## src/rtl/core/stc_pkg.sv

```systemverilog
`timescale 1ns / 1ps
package stc_pkg;

   localparam int FRAC_BITS    = 16;
   localparam int ANGLE_STAGES = 20;
   localparam int PRE_SHIFT    = 26;

   // Vector width inside the angle pipeline and width of its angle word (pi = 2^31).
   localparam int CW = 62;
   localparam int ZW = 34;

   // Radicand width of the square root pipeline; one result bit per stage.
   localparam int SQW       = 62;
   localparam int SQ_STAGES = SQW / 2;

   localparam int CORDIC_LAT = ANGLE_STAGES + 1;
   localparam int META_LEN   = SQ_STAGES + CORDIC_LAT + 1;
   localparam int PL_LEN     = META_LEN - 3;

   localparam int FIFO_DEPTH = 4;
   localparam int FIFO_AW    = $clog2(FIFO_DEPTH);

   localparam logic [1:0] KIND_SPHERE = 2'd0;
   localparam logic [1:0] KIND_PLANE  = 2'd1;

   localparam logic signed [ZW-1:0] ANG_PI = ZW'(64'sh8000_0000);

   localparam logic [31:0] ATAN_TAB [32] = '{
      32'h20000000, 32'h12E4051E, 32'h09FB385B, 32'h051111D4, 32'h028B0D43, 32'h0145D7E1,
      32'h00A2F61E, 32'h00517C55, 32'h0028BE53, 32'h00145F2F, 32'h000A2F98, 32'h000517CC,
      32'h00028BE6, 32'h000145F3, 32'h0000A2FA, 32'h0000517D, 32'h000028BE, 32'h0000145F,
      32'h00000A30, 32'h00000518, 32'h0000028C, 32'h00000146, 32'h000000A3, 32'h00000051,
      32'h00000029, 32'h00000014, 32'h0000000A, 32'h00000005, 32'h00000003, 32'h00000001,
      32'h00000001, 32'h00000000};

   typedef struct packed {
      logic [1:0]         kind;
      logic               kind_err;
      logic signed [32:0] dx;
      logic signed [32:0] dy;
      logic signed [32:0] dz;
      logic signed [17:0] nx;
      logic signed [17:0] ny;
      logic signed [17:0] nz;
      logic [30:0]        radius;
   } item_type;

   typedef struct packed {
      logic [1:0]         kind;
      logic               kind_err;
      logic               v_zero;
      logic               v_one;
      logic signed [32:0] dx;
      logic signed [32:0] dy;
      logic signed [32:0] dz;
   } meta_type;

   typedef struct packed {
      logic signed [31:0] pu;
      logic signed [31:0] pv;
   } plane_type;

endpackage

```

## src/rtl/core/stc_front.sv

```systemverilog
`timescale 1ns / 1ps
module stc_front import stc_pkg::*; (
   input  logic               clock,
   input  logic               reset,
   input  logic               req_valid,
   output logic               req_ready,
   input  logic [1:0]         req_operation,
   input  logic signed [31:0] req_hit_x,
   input  logic signed [31:0] req_hit_y,
   input  logic signed [31:0] req_hit_z,
   input  logic signed [31:0] req_ref_x,
   input  logic signed [31:0] req_ref_y,
   input  logic signed [31:0] req_ref_z,
   input  logic signed [17:0] req_normal_x,
   input  logic signed [17:0] req_normal_y,
   input  logic signed [17:0] req_normal_z,
   input  logic [30:0]        req_radius,
   output logic               out_valid,
   input  logic               out_ready,
   output item_type           out_item
);

   logic     vld_ff, vld_in;
   item_type item_ff, item_in;
   logic     take;

   assign req_ready = !vld_ff || out_ready;
   assign take      = req_valid && req_ready;

   always_comb begin
      item_in          = item_ff;
      vld_in           = vld_ff && !out_ready;
      if (take) begin
         vld_in          = 1'b1;
         item_in.kind    = req_operation;
         item_in.kind_err = (req_operation != KIND_SPHERE) && (req_operation != KIND_PLANE);
         item_in.dx      = 33'(req_hit_x) - 33'(req_ref_x);
         item_in.dy      = 33'(req_hit_y) - 33'(req_ref_y);
         item_in.dz      = 33'(req_hit_z) - 33'(req_ref_z);
         item_in.nx      = req_normal_x;
         item_in.ny      = req_normal_y;
         item_in.nz      = req_normal_z;
         item_in.radius  = req_radius;
      end
   end

   always_ff @(posedge clock) begin
      if (reset) begin
         vld_ff <= 1'b0;
      end else begin
         vld_ff <= vld_in;
      end
      item_ff <= item_in;
   end

   assign out_valid = vld_ff;
   assign out_item  = item_ff;

endmodule

```

## config.mk

```make
export PLATFORM = sky130hd
export DESIGN_NAME = stc_front
export DESIGN_NICKNAME = d
export VERILOG_FILES = /design/src/rtl/core/stc_pkg.sv /design/src/rtl/core/stc_front.sv
export SDC_FILE = /design/constraint.sdc
export NUM_CORES = 1
export LEC_CHECK = 0
export BUFFER_PORTS_ARGS = -buffer_cell sky130_fd_sc_hd__buf_4
export CORE_MARGIN = 8
export CORE_UTILIZATION = 30
export DETAILED_ROUTE_END_ITERATION = 10
export GPL_TIMING_DRIVEN = 0
export SETUP_SLACK_MARGIN = 0.2
export SLEW_MARGIN = 20
export SYNTH_ARGS = -nofsm -noshare
export SYNTH_HDL_FRONTEND = slang
export SYNTH_SLANG_ARGS = --single-unit
```

## constraint.sdc

```tcl
create_clock -name clock -period 6.73 [get_ports clock]
set_input_delay 1.346 -clock clock [delete_from_list [all_inputs] [get_ports clock]]
set_output_delay 1.346 -clock clock [all_outputs]
set_load 0.01 [all_outputs]
```

; ---- Word level (Yosys, flattened, before mapping)
; Cells that the tools add are included.
[word_totals]
reg_bits = 188
latchBits = 0
mem_bits_rw = 0
romBits = 0
inputBits = 283
memories = 0
[classes]
addsub = 3
mul = 0
div = 0
magnitude_cmp = 0
n_eq_ne = 1
shift = 0
mux = 1
bitwise_logic = 0
n_reduce_logical = 7
[op_table]
columns = operator, n
row1 = $sub A32 B32 Y33, 3
row2 = $logic_and A1 B1 Y1, 3
row3 = $logic_not A1 Y1, 2
row4 = $ne A2 B1 Y1 const B, 1
row5 = $reduce_bool A2 Y1, 1
row6 = $logic_or A1 B1 Y1, 1
row7 = $mux W1, 1

; ---- Depth between registers and ports, before layout
[depth]
ltp_word = 4
ltp_mapped = 12
depth_no_buf = 12

; ---- Worst setup path after synthesis
; Ideal clock, no wire load.
[synth_timing]
path_type = input-to-reg
startpoint = input port out_ready
endpoint = register item_ff (netlist bit out_item[0]) (enable)
arrival_ns = 5.833
path_slack_ns = 0.327
stages = 2
n_path_buf = 0
cell_sequence = nand2b_1 -> and2_1
[synth_via]
elab_chain_cells = 2
[synth_rtl]
columns = element, line
row1 = from (decl), stc_front.sv:19  ; input logic out_ready,
row2 = $logic_or A1 B1 Y1, stc_front.sv:27  ; assign req_ready = !vld_ff || out_ready;
row3 = $logic_and A1 B1 Y1, stc_front.sv:28  ; assign take = req_valid && req_ready;
row4 = net take, stc_front.sv:25  ; logic take;
row5 = to (signal assigned), stc_front.sv:53  ; item_ff <= item_in;
row6 = to (decl), stc_front.sv:24  ; item_type item_ff, item_in;
; The timed path passes the listed nets, and every way through them passes these cells.
; A chain may end at the register's enable or synchronous reset.

; ---- Worst setup path after layout
[layout_timing]
startpoint = input port req_hit_x[0]
endpoint = register item_ff (netlist bit out_item[183]), data pin
[layout_via]
elab_chain_cells = 1
[layout_rtl]
columns = element, line
row1 = from (decl), stc_front.sv:8  ; input logic signed [31:0] req_hit_x,
row2 = $sub A32 B32 Y33, stc_front.sv:37  ; item_in.dx = 33'(req_hit_x) - 33'(req_ref_x);
; Every way passes these cells.

==> flow_metrics.py <==
metrics = {
    "clock_network": {
        "cts.sink_count": 188,
        "cts_max_path_buffers": 2,
        "cts-hold-fix-buffers": 0,
        "number_of_buffers_added_for_setup_after_cts": 0,
        "clock_tree.htree_level_count": 4,
        "tritoncts_clock_tree": "yes",
        "clk-insertion-delay-late_ns": 0.45,
        "cts_root_buffer": "sky130_fd_sc_hd__clkbuf_16",
        "cts_inserted_buffers": 17,
        "path_clk_slew_ns": 0.08,
        "cts_repair_resize_count": 0,
    },
    "grt": {
        "grt-ovfl-total": 0,
        "first_pass_grt_wire_length_um": 51490,
        "grt_pass1_vias": 9173,
        "use_met2": 0.2803,
        "grt_antenna_before_repair": 6,
        "grt_max_degree": 53,
        "grt_use_total": 0.1582,
        "gr-usage-met1": 0.1758,
        "grt-busiest-layer": "met2",
        "grtUsageMet3": 0.05602,
    },
    "route": {
        "vias_per_cell": 4.651,
        "vias": 9074,
        "drt_drc_violations_left": 0,
        "totalWireLength_um": 35160,
        "number_of_drc_markers_in_iteration_0": 365,
        "detail_route.first_pass.iterations": 5,
        "post_drt_wl_per_cell_um": 18.02,
        "drtAntennaViolNets": 0,
    },
    "setup_path": {
        "worst_path_largest_cell_delay_ns": 0.43,
        "timing.critical_path.slowest_stage_cell": "sky130_fd_sc_hd__fa_1",
        "setup.worst_path.end_class": "flop",
        "timing.setup.critical_path_class": "in -> reg",
        "cp.required_ns": 6.91,
        "path_buf_inv": 2,
        "critical_path_arrival_ns": 3.92,
        "cp_top_family": "compound AO/OA/AOI/OAI gates",
        "timing.critical_path.cells": "buf_4 -> inv_1 -> ha_1 -> fa_1 -> nor2b_1 -> o21a_1 -> o21ai_0 -> a21oi_1 -> o21ai_1 -> o21ai_1 -> nand3_1 -> a31oi_1 -> a221oi_1",
        "worstPathMaxFanout": 5,
        "start_kind": "input port",
        "crit_path_frequent_cell": "sky130_fd_sc_hd__o21ai_1",
    },
    "flow_run": {
        "max_cap_violations": 0,
    },
    "floorplan": {
        "core.rowCount": 70,
        "io_pins": 472,
        "die_x_extent_um": 206.9,
        "die-area_um2": 42810,
        "floorplan.die.height_um": 206.9,
        "coreArea_um2": 36260,
        "effective_utilization_at_floorplan": 0.3015,
    },
    "logic_synthesis": {
        "synthesis.yosys.warnings": 0,
        "syn-num-nets": 1357,
        "synth-async-reset-ratio": 0,
        "synth.lib_cells_used.distinct": 74,
        "synth_ff_type": "sky130_fd_sc_hd__edfxtp_1",
        "syn_inst": 975,
        "synth_enable_flop_cells": 187,
        "yosys-top-cells-area": "sky130_fd_sc_hd__edfxtp_1 (51%), sky130_fd_sc_hd__ha_1 (11%), sky130_fd_sc_hd__inv_1 (4.3%)",
        "netlist_area_um2": 10930,
        "yosys_register_bits": 188,
        "synth_top_cell_by_area": "sky130_fd_sc_hd__edfxtp_1",
        "synth_sequential_area_ratio": 0.5154,
        "yosys.area.top_type_share": 0.5136,
        "syn_area_per_cell_um2": 11.21,
    },
    "placement": {
        "post-dp-hpwl_um": 29590,
        "pre_cts_ws_ns": 2.425,
        "placedCellCount": 1917,
        "finalWeightedCongestion": 0.8060,
        "portBuffers": 471,
    },
    "timing": {
        "grt_setup_unrepaired": "false",
        "finalHoldViolCount": 0,
        "fmaxAchievable_ghz": 0.2671,
        "maxSlewViolCount": 0,
        "finalClockSkew_ns": 0.008586,
        "slew_at_the_pin_closest_to_its_max_slew_limit_ns": 0.6705,
        "setup-tns-final_ns": 0,
        "fin_crit_ns": 3.744,
        "final-setup-viol-count": 0,
        "layout_worst_path_cycle_share": 0.5563,
        "final_critical_path_setup_slack_ns": 2.986,
        "slew_headroom": 0.5530,
    },
    "power_and_ir_drop": {
        "ir_worst_vdd_v": 0.0001716,
        "power.total_mw": 3.434,
        "power.static_leakage_nw": 7.302,
        "power.density_nw_per_um2": 218.2,
    },
    "finish": {
        "area_occupied_by_multi_input_gates_um2": 4776,
        "fin_cells": 1951,
        "synth_to_layout_area_growth_pct": 43.95,
        "design.final.nets": 1850,
        "register_cell_area_after_layout_um2": 5635,
        "fraction_of_layout_instances_using_a_drive_strength_above_1": 0.3599,
        "final.fill_count": 3483,
    },
    "hold_path": {
        "min_path_type": "reg -> reg",
    },
    "run_status": {
        "outcome": "finished clean",
    },
}
-- power breakdown --
group	total [mW]	leakage, nW	switching, mW	internal, mW
registers	1.48	1.82	0.0335	1.44
logic	0.920	5.19	0.463	0.457
clock network	1.04	0.291	0.536	0.503
total	3.43	7.30	1.03	2.40
-- path summary, 6_finish.rpt --
kind           startpoint            end  slack [ns]  cells past startpoint
max          req_hit_x[0]  out_item[183]        2.99                     13
max reg2reg     out_valid  out_item[165]        4.70                      4
min             out_valid      out_valid        0.58                      2
min reg2reg     out_valid      out_valid        0.58                      2
-- cell usage after synthesis, types with 4 or more instances --
master                     number
sky130_fd_sc_hd__xnor2_1       48
sky130_fd_sc_hd__o21bai_1       7
sky130_fd_sc_hd__a31oi_1        9
sky130_fd_sc_hd__nor2b_1       12
sky130_fd_sc_hd__nand2_1       38
sky130_fd_sc_hd__and3_1         9
sky130_fd_sc_hd__and2_1         8
sky130_fd_sc_hd__ha_1          96
sky130_fd_sc_hd__edfxtp_1     187
sky130_fd_sc_hd__o21ai_1       15
sky130_fd_sc_hd__and4_1         6
sky130_fd_sc_hd__a211oi_1       7
sky130_fd_sc_hd__nand3_1       30
sky130_fd_sc_hd__or3_1          7
sky130_fd_sc_hd__or2_2          8
sky130_fd_sc_hd__nand4_1        8
sky130_fd_sc_hd__nor2_1        58
sky130_fd_sc_hd__a21o_1        44
sky130_fd_sc_hd__nor3_1        15
sky130_fd_sc_hd__xor2_1        27
sky130_fd_sc_hd__o21a_1        13
sky130_fd_sc_hd__o21ai_0       26
sky130_fd_sc_hd__a21oi_1       75
sky130_fd_sc_hd__inv_1        125
sky130_fd_sc_hd__a211o_1        4
sky130_fd_sc_hd__clkbuf_1      12
sky130_fd_sc_hd__nand2b_1       8
-- kinds of logic (layout without fill, tap and decap cells) --
| group | count (synthesis) | after routing | share of synthesized area |
|---|---|---|---|
| XOR/XNOR | 75 | 75 | 0.06008 |
| AO/OA/AOI/OAI | 251 | 251 | 0.1558 |
| adder cells (fa/ha/maj) | 99 | 99 | 0.1154 |
| AND/OR/NAND/NOR | 220 | 220 | 0.1025 |
| buffers and inverters | 139 | 645 | 0.04795 |
| multiplexers | 3 | 3 | 0.002861 |
| flip-flops | 188 | 188 | 0.5155 |
| other | 0 | 2 | 0 |
-- worst register-to-register path, stage by stage (launching register included) --
cell                       delay [ns]
sky130_fd_sc_hd__dfxtp_1         0.33
sky130_fd_sc_hd__nand2b_1        0.12
sky130_fd_sc_hd__and2_4          0.59
sky130_fd_sc_hd__buf_16          0.33
sky130_fd_sc_hd__buf_16          0.30
-- layout by cell type, fill, tap and decap left out, drive strengths merged, types with 4 or more instances in the layout --
cell type | netlist | routed
inv | 125 | 134
a31oi | 9 | 9
a21o | 44 | 44
a2111oi | 4 | 4
o31ai | 6 | 6
and2 | 8 | 8
a21oi | 77 | 77
nand4 | 8 | 8
a41oi | 4 | 4
a21boi | 5 | 5
xor2 | 27 | 27
o21a | 13 | 13
xnor2 | 48 | 48
clkinv | 0 | 6
nand2 | 38 | 38
buf | 2 | 476
o21ai | 42 | 42
and4 | 6 | 6
clkbuf | 12 | 29
nor3 | 15 | 15
ha | 96 | 96
or3 | 7 | 7
nand2b | 8 | 8
a211oi | 7 | 7
nor2b | 13 | 13
and3 | 9 | 9
nor2 | 58 | 58
or2 | 10 | 10
nand3 | 31 | 31
edfxtp | 187 | 187
o21bai | 8 | 8
a211o | 4 | 4
-- registers in the layout, indices dropped and copies added, names as in the netlist --
register   flops
out_item     187
out_valid      1
-- stage by stage --
step	hold WS (ns)	utilization	area [um2]
2_1_floorplan	0.5930	-	10930
3_3_place_gp	0.4982	0.4152	15050
3_5_place_dp	0.5582	0.4175	15140
4_1_cts	0.5690	0.4339	15730
5_1_grt	0.5985	0.4340	15740
6_report	0.5811	0.4340	15740
-- area by class of cell --
type	count	area share
Clock buffer	17	0.02703
Inverter	125	0.02981
Buffer	14	0.003498
Antenna cell	2	0.0003180
Sequential cell	188	0.3581
Multi-Input combinational cell	648	0.3035
Tap cell	468	0.03721
Clock inverter	15	0.01065
Timing Repair Buffer	474	0.2299
-- per-layer routing --
metal | part of all wire | wire, um
met5 | 0.0016 | 55
met4 | 0.016 | 574
met3 | 0.081 | 2844
met1 | 0.39 | 13840
met2 | 0.51 | 17840
No activity file was read; power rests on OpenSTA's default activity.
