$ cat src/rtl/core/stc_pkg.sv
`timescale 1ns / 1ps
package stc_pkg;

   localparam int FRAC_BITS    = 16;
   localparam int ANGLE_STAGES = 20;
   localparam int PRE_SHIFT    = 26;

   // Vector width inside the angle pipeline and width of its angle word (pi = 2^31).
   localparam int CW = 62;
   localparam int ZW = 34;

   // Radicand width of the square root pipeline; one result bit per stage.
   localparam int SQW       = 62;
   localparam int SQ_STAGES = SQW / 2;

   localparam int CORDIC_LAT = ANGLE_STAGES + 1;
   localparam int META_LEN   = SQ_STAGES + CORDIC_LAT + 1;
   localparam int PL_LEN     = META_LEN - 3;

   localparam int FIFO_DEPTH = 4;
   localparam int FIFO_AW    = $clog2(FIFO_DEPTH);

   localparam logic [1:0] KIND_SPHERE = 2'd0;
   localparam logic [1:0] KIND_PLANE  = 2'd1;

   localparam logic signed [ZW-1:0] ANG_PI = ZW'(64'sh8000_0000);

   localparam logic [31:0] ATAN_TAB [32] = '{
      32'h20000000, 32'h12E4051E, 32'h09FB385B, 32'h051111D4, 32'h028B0D43, 32'h0145D7E1,
      32'h00A2F61E, 32'h00517C55, 32'h0028BE53, 32'h00145F2F, 32'h000A2F98, 32'h000517CC,
      32'h00028BE6, 32'h000145F3, 32'h0000A2FA, 32'h0000517D, 32'h000028BE, 32'h0000145F,
      32'h00000A30, 32'h00000518, 32'h0000028C, 32'h00000146, 32'h000000A3, 32'h00000051,
      32'h00000029, 32'h00000014, 32'h0000000A, 32'h00000005, 32'h00000003, 32'h00000001,
      32'h00000001, 32'h00000000};

   typedef struct packed {
      logic [1:0]         kind;
      logic               kind_err;
      logic signed [32:0] dx;
      logic signed [32:0] dy;
      logic signed [32:0] dz;
      logic signed [17:0] nx;
      logic signed [17:0] ny;
      logic signed [17:0] nz;
      logic [30:0]        radius;
   } item_type;

   typedef struct packed {
      logic [1:0]         kind;
      logic               kind_err;
      logic               v_zero;
      logic               v_one;
      logic signed [32:0] dx;
      logic signed [32:0] dy;
      logic signed [32:0] dz;
   } meta_type;

   typedef struct packed {
      logic signed [31:0] pu;
      logic signed [31:0] pv;
   } plane_type;

endpackage

$ cat src/rtl/core/stc_fifo.sv
`timescale 1ns / 1ps
module stc_fifo import stc_pkg::*; (
   input  logic     clock,
   input  logic     reset,
   input  logic     push_valid,
   output logic     push_ready,
   input  item_type push_item,
   output logic     pop_valid,
   input  logic     pop_ready,
   output item_type pop_item
);

   item_type             mem_ff [FIFO_DEPTH];
   logic [FIFO_AW-1:0]   wr_ff, wr_in, rd_ff, rd_in;
   logic [FIFO_AW:0]     cnt_ff, cnt_in;
   logic                 push, pop;

   assign push_ready = cnt_ff != (FIFO_AW+1)'(FIFO_DEPTH);
   assign pop_valid  = cnt_ff != '0;
   assign push       = push_valid && push_ready;
   assign pop        = pop_valid && pop_ready;
   assign pop_item   = mem_ff[rd_ff];

   always_comb begin
      wr_in  = push ? wr_ff + 1'b1 : wr_ff;
      rd_in  = pop ? rd_ff + 1'b1 : rd_ff;
      cnt_in = cnt_ff + (FIFO_AW+1)'(push) - (FIFO_AW+1)'(pop);
   end

   always_ff @(posedge clock) begin
      if (reset) begin
         wr_ff  <= '0;
         rd_ff  <= '0;
         cnt_ff <= '0;
      end else begin
         wr_ff  <= wr_in;
         rd_ff  <= rd_in;
         cnt_ff <= cnt_in;
      end
      if (push) begin
         mem_ff[wr_ff] <= push_item;
      end
   end

endmodule

$ cat config.mk
export PLATFORM = sky130hd
export DESIGN_NAME = stc_fifo
export DESIGN_NICKNAME = d
export VERILOG_FILES = /design/src/rtl/core/stc_pkg.sv /design/src/rtl/core/stc_fifo.sv
export SDC_FILE = /design/constraint.sdc
export NUM_CORES = 1
export LEC_CHECK = 0
export ABC_AREA = 1
export BUFFER_PORTS_ARGS = -buffer_cell sky130_fd_sc_hd__buf_2
export CORE_AREA = 5 5 243 245
export DETAILED_ROUTE_END_ITERATION = 12
export DIE_AREA = 0 0 248 250
export PLACE_DENSITY_LB_ADDON = 0.2
export SYNTH_ARGS = -nofsm -noshare
export SYNTH_HDL_FRONTEND = slang
export SYNTH_SLANG_ARGS = --single-unit
$ cat constraint.sdc
create_clock -name clock -period 37.2 [get_ports clock]
set_clock_uncertainty 0.15 [all_clocks]
set_input_delay 11.16 -clock clock [delete_from_list [all_inputs] [get_ports clock]]
set_output_delay 11.16 -clock clock [all_outputs]
set_load 0.05 [all_outputs]
## Word-level counts from Yosys, hierarchy flattened

Memory sizes are Yosys's and may differ from the RTL's. A register that Yosys moved wholly into a read port is not among the register bits.
Index checks and enable logic that the tools add are counted.

- Bits in registers: 7
- RAM bits: 748
- Input port bits: 191
- Output and inout bits: 189
- Logic and storage cells: 16
- Memories kept: 1

Memories:

| memory | words | width | rd ports | clocked after memory_dff | wr ports | line | source |
|---|---|---|---|---|---|---|---|
| mem_ff | 4 | 187 | 1 | 1 | 1 | stc_fifo.sv:13 | `item_type mem_ff [FIFO_DEPTH];` |

- Add/sub/neg operators: 4
- Equality and inequality tests: 1
- Muxes and demuxes: 4
- Reduce and logical (&&, ||, !) cells: 3

Operators with widths:

| kind | count |
|---|---|
| 2-bit by 1-bit adder with 2-bit output, second input constant | 2 |
| 2-bit 2-to-1 mux | 2 |
| 3-bit by 1-bit adder with 3-bit output | 1 |
| 3-bit inequality test, second input constant | 1 |
| 3-bit nonzero test | 1 |
| 3-bit by 1-bit subtractor with 3-bit output | 1 |
| 1-bit logical AND | 2 |
| 1-bit 2-to-1 mux | 2 |

## Logic depth before layout (Yosys ltp)

Gate-level depths: netlist of the first run.

- Depth in word-level cells: 4
- Depth in mapped cells: 10
- Gate-level depth less buffers: 10

## Least setup slack after synthesis of the first run

Ideal clock, no wire load.

- Kind: input port to flip-flop
- Start point: input port push_valid
- End point: memory mem_ff[0][0] (netlist name) (enable)
- Library setup time: 0.738 ns
- Arrival time: 19.074 ns
- Data required time: 36.312 ns
- Path slack: 17.238 ns
- Stages on the path: 2
- Path buffers: 0
- Path through: nand2_1 -> nor2_1

- Cells in the longest elaborated chain, start to end: 3

Ends and longest elaborated chain:

| what | line | source |
|---|---|---|
| from (decl) | stc_fifo.sv:5 | `input logic push_valid,` |
| 1-bit logical AND | stc_fifo.sv:20 | `assign push = push_valid && push_ready;` |
| 1-bit 2-to-1 mux | stc_fifo.sv:40 | `if (push) begin` |
| 1-bit 2-to-1 mux (not written as such) | stc_fifo.sv:41 | `mem_ff[wr_ff] <= push_item;` |
| to (decl) | stc_fifo.sv:13 |  |

Every way passes these cells.

==> results of run 1 <==
-- power groups by stage --
stage | Sequential [W] | Clock (W) | Combinational (W)
floorplan | 0.00110 | 0 | 0.000580
global placement | 0.00108 | 0 | 0.000775
detailed placement | 0.00109 | 0 | 0.000782
CTS | 0.00107 | 0.000769 | 0.000784
global route | 0.00107 | 0.000806 | 0.000823
finish | 0.00107 | 0.000752 | 0.000775
-- sequential cells by signal, summed over array words and instances, names as in the netlist, named ones only --
register / flops
rd_ff: 2
wr_ff: 2
cnt_ff: 3
mem_ff: 748
-- metrics by stage --
stage / cells / setup WS, ns / area (µm²) / util / hold WS [ns]
4_1_cts: 3054 / 21.39 / 32900 / 0.579 / 0.337
3_3_place_gp: 2915 / 22.08 / 30500 / 0.535 / 0.315
3_5_place_dp: 2915 / 22.05 / 30500 / 0.535 / 0.330
5_1_grt: 3064 / 21.13 / 33000 / 0.579 / 0.373
2_1_floorplan: 1873 / 17.24 / 28000 / - / 0.298
6_report: 3068 / 21.58 / 33000 / 0.579 / 0.345
-- final timing paths --
check	start	to	slack, ns	cells after the start
worst min-delay path	rd_ff[0]	flop	0.34	2
worst max register to register	cnt_ff[1]	mem_ff[1][102]	33.32	6
worst max-delay path	flop	pop_item[99]	21.58	6
worst min register to register	rd_ff[0]	flop	0.34	2
-- routing by layer --
layer | global-route usage | vias up | part of all wire
met5 | 0 | - | 0.0018
met4 | 0.0664 | 18 | 0.024
met3 | 0.0495 | 122 | 0.072
met2 | 0.328 | 464 | 0.50
met1 | 0.266 | 8367 | 0.40
li1 | - | 7852 | -
-- placed cells by master (no fill, tap or decap) --
| cell | instances |
|---|---|
| sky130_fd_sc_hd__ha_1 | 6 |
| sky130_fd_sc_hd__diode_2 | 14 |
| sky130_fd_sc_hd__o21ai_0 | 202 |
| sky130_fd_sc_hd__inv_6 | 1 |
| sky130_fd_sc_hd__fa_1 | 1 |
| sky130_fd_sc_hd__o22ai_1 | 187 |
| sky130_fd_sc_hd__edfxtp_1 | 748 |
| sky130_fd_sc_hd__o21ai_1 | 173 |
| sky130_fd_sc_hd__clkinv_1 | 20 |
| sky130_fd_sc_hd__clkinv_2 | 8 |
| sky130_fd_sc_hd__inv_8 | 1 |
| sky130_fd_sc_hd__inv_1 | 14 |
| sky130_fd_sc_hd__nor2_1 | 383 |
| sky130_fd_sc_hd__clkbuf_1 | 18 |
| sky130_fd_sc_hd__bufinv_16 | 7 |
| sky130_fd_sc_hd__clkinv_8 | 3 |
| sky130_fd_sc_hd__dfxtp_4 | 2 |
| sky130_fd_sc_hd__nor2_4 | 4 |
| sky130_fd_sc_hd__clkbuf_16 | 81 |
| sky130_fd_sc_hd__buf_4 | 21 |
| sky130_fd_sc_hd__dfxtp_1 | 7 |
| sky130_fd_sc_hd__buf_2 | 379 |
| sky130_fd_sc_hd__a21oi_1 | 4 |
| sky130_fd_sc_hd__a21boi_0 | 2 |
| sky130_fd_sc_hd__nand2_1 | 12 |
| sky130_fd_sc_hd__nand3_1 | 3 |
| sky130_fd_sc_hd__clkinvlp_4 | 2 |
-- critical path: cells and delay by family, from the launching register on --
kind                   cells  cell delay [ns]
AND/OR/NAND/NOR            1             0.08
buffers and inverters      4             2.61
AO/OA/AOI/OAI              1             0.24
flip-flops                 1             0.55
-- logic make-up after synthesis --
group                    synth area share
adder cells (fa/ha/maj)           0.00340
buffers and inverters              0.0239
flip-flops                          0.809
AND/OR/NAND/NOR                    0.0540
AO/OA/AOI/OAI                       0.110
-- cell type report --
| type | count | area (µm²) | share of cell area |
|---|---|---|---|
| Sequential cell | 757 | 22600 | 0.687 |
| Multi-Input combinational cell | 977 | 4720 | 0.143 |
| Timing Repair Buffer | 400 | 2050 | 0.0623 |
| Clock inverter | 40 | 382 | 0.0116 |
| Tap cell | 765 | 957 | 0.0290 |
| Clock buffer | 99 | 2090 | 0.0635 |
| Antenna cell | 14 | 35.0 | 0.00106 |
| Inverter | 16 | 80.1 | 0.00243 |
==> results.cfg, run 1 <==
[global_route]
initial_antenna_violation_count = 21
number_of_global_route_vias_before_repair = 16300
overflow = 0
grt_start_max_net_pins = 196
grt_first_pass_wirelength_um = 96500
gr-usage-all-layers = 0.201

[detailed_routing]
drt_pass1_iterations = 5
detail-route-antenna-nets = 0
route.detailed.wl_per_inst_um = 21.0
detail_route.wirelength_um = 64300
vias = 16800
route.detailed.vias_per_inst = 5.48
initial_detailed_routing_violation_count = 1000
post-route-drc-count = 0

[worst_setup_path]
worstSetupStartpointType = flop
critPathMostFrequentCell = sky130_fd_sc_hd__buf_4
max_stage_delay_on_crit_path_ns = 0.94
timing.critical_path.cells = clkinv_8, buf_4, buf_4, nor2_1, o22ai_1, buf_2
worst-path-max-fanout = 195
worst_ep_arrival_time_ns = 4.31
crit_slowest_cell = sky130_fd_sc_hd__buf_4
category_of_the_critical_setup_timing_path = flop to primary output
endpoint_required_time_on_the_critical_path_ns = 25.89
cp-end-kind = primary output

[floorplanning]
floorplan.io_pins = 380
site_rows = 88
die_height_um = 250
design.die.area_mm2 = 0.0620
initial_core_util = 0.492
chipWidth_um = 248
coreArea_mm2 = 0.0569

[power]
part_of_the_power_in_registers = 0.411
sw_frac_of_total = 0.369
power.internal_w = 0.00164
switchingPower_w = 0.000958
ir_drop_mv = 0.0612
power.static_leakage_nw = 11.4
power.combinational.fraction = 0.299
clkPwrFrac = 0.290
post-layout-total-power_w = 0.00259
pwr_density_cell_mw_per_mm2 = 78.7

[clock_network]
cts_resized = 0
root_buffer_cell = sky130_fd_sc_hd__clkbuf_16
tritoncts_clock_tree = built
clk_path_buf_depth = 3
post_cts_hold_buffer_count = 0
number_of_h_tree_levels = 3
worst_setup_hold_path_clk_slew_ns = 0.06
postCtsSetupRepairBufs = 0
clock_latency_ns = 0.59
cts_num_sinks = 757
cts_made_buffers = 77

[sta]
grt_setup_unrepaired = false
worst_slew_pin_slew_ns = 1.18
worst_slew_margin_rel = 0.216
fin_crit_sh = 0.420
setup-violations-final = 0
report.final.hold_viol_count = 0
final_slew_viol_count = 0
finalSetupTns_ns = 0
period_minus_slack_ns = 15.62
fmax_mhz = 64.0

[place]
place.gp.congestion = 0.774
port-buffer-count = 379
dp.final_hpwl_um = 35700

[synth]
synth_enable_flop_cells = 748
post_synthesis_cell_count = 1873
post_synth_num_cell_types = 20
average_instance_area_after_synthesis_um2 = 14.9
synth-seq-area-share = 0.809
synthesis.nets = 2071
synthTopCellsByArea = sky130_fd_sc_hd__edfxtp_1 (80%), sky130_fd_sc_hd__nor2_1 (5.2%), sky130_fd_sc_hd__o22ai_1 (4.2%)
post-synth-top-count-cell = sky130_fd_sc_hd__edfxtp_1
yosys_most_used_dff = sky130_fd_sc_hd__edfxtp_1
postSynth.asyncResetShare = 0
postSynthRegisterBits = 757
synth.yosys.warnings = 0
synth_area_leader_cell = sky130_fd_sc_hd__edfxtp_1
synth_top_cells_by_count = sky130_fd_sc_hd__edfxtp_1 (748), sky130_fd_sc_hd__nor2_1 (387), sky130_fd_sc_hd__o21ai_0 (202)
syn-cell-area_mm2 = 0.0280
synth_top_cell_area_share = 0.802

[finish]
layout-drive-gt1-share = 0.222
nFillCells = 4424
area.growth.synth_to_final_pct = 17.8
num-nets-final = 2427

[worst_hold_path]
min_path_type = flop to flop

[flow_run]
cap_viol_max_count = 0

[status]
run_status = finished clean
Note: power is estimated with default switching activity, not from simulation.
==> run 2: changes to the inputs <==
==> constraint.sdc (replaced) <==
create_clock -name clock -period 13.25 [get_ports clock]
set_clock_uncertainty 0.15 [all_clocks]
set_input_delay 3.975 -clock clock [delete_from_list [all_inputs] [get_ports clock]]
set_output_delay 3.975 -clock clock [all_outputs]
set_load 0.05 [all_outputs]
==> run 2 against run 1 <==
  * Sequential power grew to 2.8 times the previous value
  * Critical path depth is 1 lower
  * Total power grew to 2.8 times the previous value
  * Hold slack worse by 0.0060 ns
  * Via count is 0.19% lower
  * Critical path type unchanged
  * Largest cell class unchanged
==> results.cfg, run 2 (synthesis results as in run 1) <==
[status]
run_status = finished clean

[global_route]
grt_start_max_net_pins = 195
overflow = 0
number_of_global_route_vias_before_repair = 16400
initial_antenna_violation_count = 21
gr-usage-all-layers = 0.199
grt_first_pass_wirelength_um = 95700

[finish]
post-route-util = 0.576
multi_input_comb_area_mm2 = 0.00472
layout.cells.most_common_list = sky130_fd_sc_hd__edfxtp_1 (748), sky130_fd_sc_hd__nor2_1 (383), sky130_fd_sc_hd__buf_2 (379)
seqCellArea_mm2 = 0.0226
final_common_cell = sky130_fd_sc_hd__edfxtp_1
final_cell_count_no_fill = 3058
num-nets-final = 2426
largest_registers = mem_ff: 748 flops, cnt_ff: 3 flops
registers.top_by_ff_count = mem_ff
area.growth.synth_to_final_pct = 17.0
largest_reg_flops = 748
layout-drive-gt1-share = 0.220
nFillCells = 4464

[worst_setup_path]
cp-end-kind = primary output
category_of_the_critical_setup_timing_path = flop to primary output
worstSetupStartpointType = flop
worst-path-max-fanout = 104
worstReg2RegEnd = mem_ff[1][101]
worst_ep_arrival_time_ns = 3.78
rrSetupSlack_ns = 9.39
endpoint_required_time_on_the_critical_path_ns = 9.12
worstReg2RegStart = cnt_ff[1]
timing.reg2reg.worst_path_depth = 6

[clock_network]
worst_setup_hold_path_clk_slew_ns = 0.06
cts_made_buffers = 77
post_cts_hold_buffer_count = 0
cts_num_sinks = 757
clk_path_buf_depth = 3
postCtsSetupRepairBufs = 0
root_buffer_cell = sky130_fd_sc_hd__clkbuf_16
cts_resized = 0
tritoncts_clock_tree = built
number_of_h_tree_levels = 3
clock_latency_ns = 0.59

[sta]
report.final.hold_viol_count = 0
fmax_mhz = 127
setup-violations-final = 0
final_slew_viol_count = 0
fin_crit_sh = 0.596
finalSetupTns_ns = 0
worst_slew_margin_rel = 0.252
layout_setup_ws_ns = 5.35
worst_slew_pin_slew_ns = 1.12
period_minus_slack_ns = 7.90
grt_setup_unrepaired = false

[floorplanning]
design.die.area_mm2 = 0.0620
die_height_um = 250
initial_core_util = 0.492
floorplan.io_pins = 380
coreArea_mm2 = 0.0569
site_rows = 88
chipWidth_um = 248

[worst_hold_path]
min_path_type = flop to flop
hold_path_end = rd_ff[0]
hold-path-cell-count = 2
hold_start = rd_ff[0]

[power]
power.static_leakage_nw = 11.3
post-layout-total-power_w = 0.00716
ir_drop_mv = 0.184
pwr_density_cell_mw_per_mm2 = 218

[detailed_routing]
vias = 16800
route.detailed.wl_per_inst_um = 20.9
route.detailed.vias_per_inst = 5.49
detail_route.wirelength_um = 64000
initial_detailed_routing_violation_count = 1066
post-route-drc-count = 0
detail-route-antenna-nets = 0
drt_pass1_iterations = 5

[place]
port-buffer-count = 379
place.gp.congestion = 0.755
dp.final_hpwl_um = 35200
post-place-cells = 2914
dp_slack_ns = 5.90

[flow_run]
cap_viol_max_count = 0
## run 2: cell types whose count changed in the layout (fill, tap and decap cells not counted), moves of 2 or more
cell / delta
sky130_fd_sc_hd__clkbuf_16: -3
sky130_fd_sc_hd__clkbuf_1: +4
sky130_fd_sc_hd__clkinvlp_4: -2
sky130_fd_sc_hd__clkinv_1: -4
sky130_fd_sc_hd__buf_4: -2
sky130_fd_sc_hd__bufinv_16: -4
sky130_fd_sc_hd__inv_6: +3
sky130_fd_sc_hd__diode_2: -3
## run 2: final cells by class
| cell class | count | share of cell area |
|---|---|---|
| flip-flops and latches | 757 | 0.691 |
| clock inverters | 33 | 0.00752 |
| diodes | 11 | 0.000840 |
| inverters | 16 | 0.00244 |
| repair buffers | 399 | 0.0628 |
| multi-input cells | 977 | 0.144 |
| clock buffers | 100 | 0.0621 |
| well taps | 765 | 0.0292 |
## run 2: how the worst max path moves through the flow
stage	from	end	slack (ns)	cells after the start
2_1_floorplan	push_valid	mem_ff[0][0]	0.47	2
3_3_place_gp	push_valid	mem_ff[1][84]	5.96	5
3_5_place_dp	flop	pop_item[125]	5.90	5
4_1_cts	flop	pop_item[125]	5.24	5
5_1_grt	flop	pop_item[82]	5.09	5
6_report	flop	pop_item[125]	5.35	5
## run 2: routing by layer
metal	global-route usage	up-vias	wire length, µm	part of all wire
met5	0	-	156	0.0024
met4	0.0680	24	1700	0.027
met1	0.264	8380	26400	0.41
li1	-	7840	-	-
met3	0.0537	128	4400	0.069
met2	0.322	419	31400	0.49
## run 2: per-stage QoR
stage	area, µm²	hold WS [ns]
2_1_floorplan	28000	0.298
3_3_place_gp	30500	0.313
3_5_place_dp	30500	0.328
4_1_cts	32700	0.347
5_1_grt	32800	0.387
6_report	32800	0.339
## run 2: where the power goes
part | switching [W] | total (W) | internal (W) | leakage [nW]
Clock | 0.000840 | 0.00198 | 0.00114 | 1.11
Combinational | 0.00177 | 0.00219 | 0.000426 | 3.28
Sequential | 0.0000666 | 0.00299 | 0.00292 | 6.93
## run 2: critical path, cell delays in order, from the launching register on
cell,delay (ns)
sky130_fd_sc_hd__dfxtp_4,0.58
sky130_fd_sc_hd__buf_4,0.76
sky130_fd_sc_hd__buf_4,0.91
sky130_fd_sc_hd__o21ai_0,0.21
sky130_fd_sc_hd__o22ai_1,0.28
sky130_fd_sc_hd__buf_2,0.33
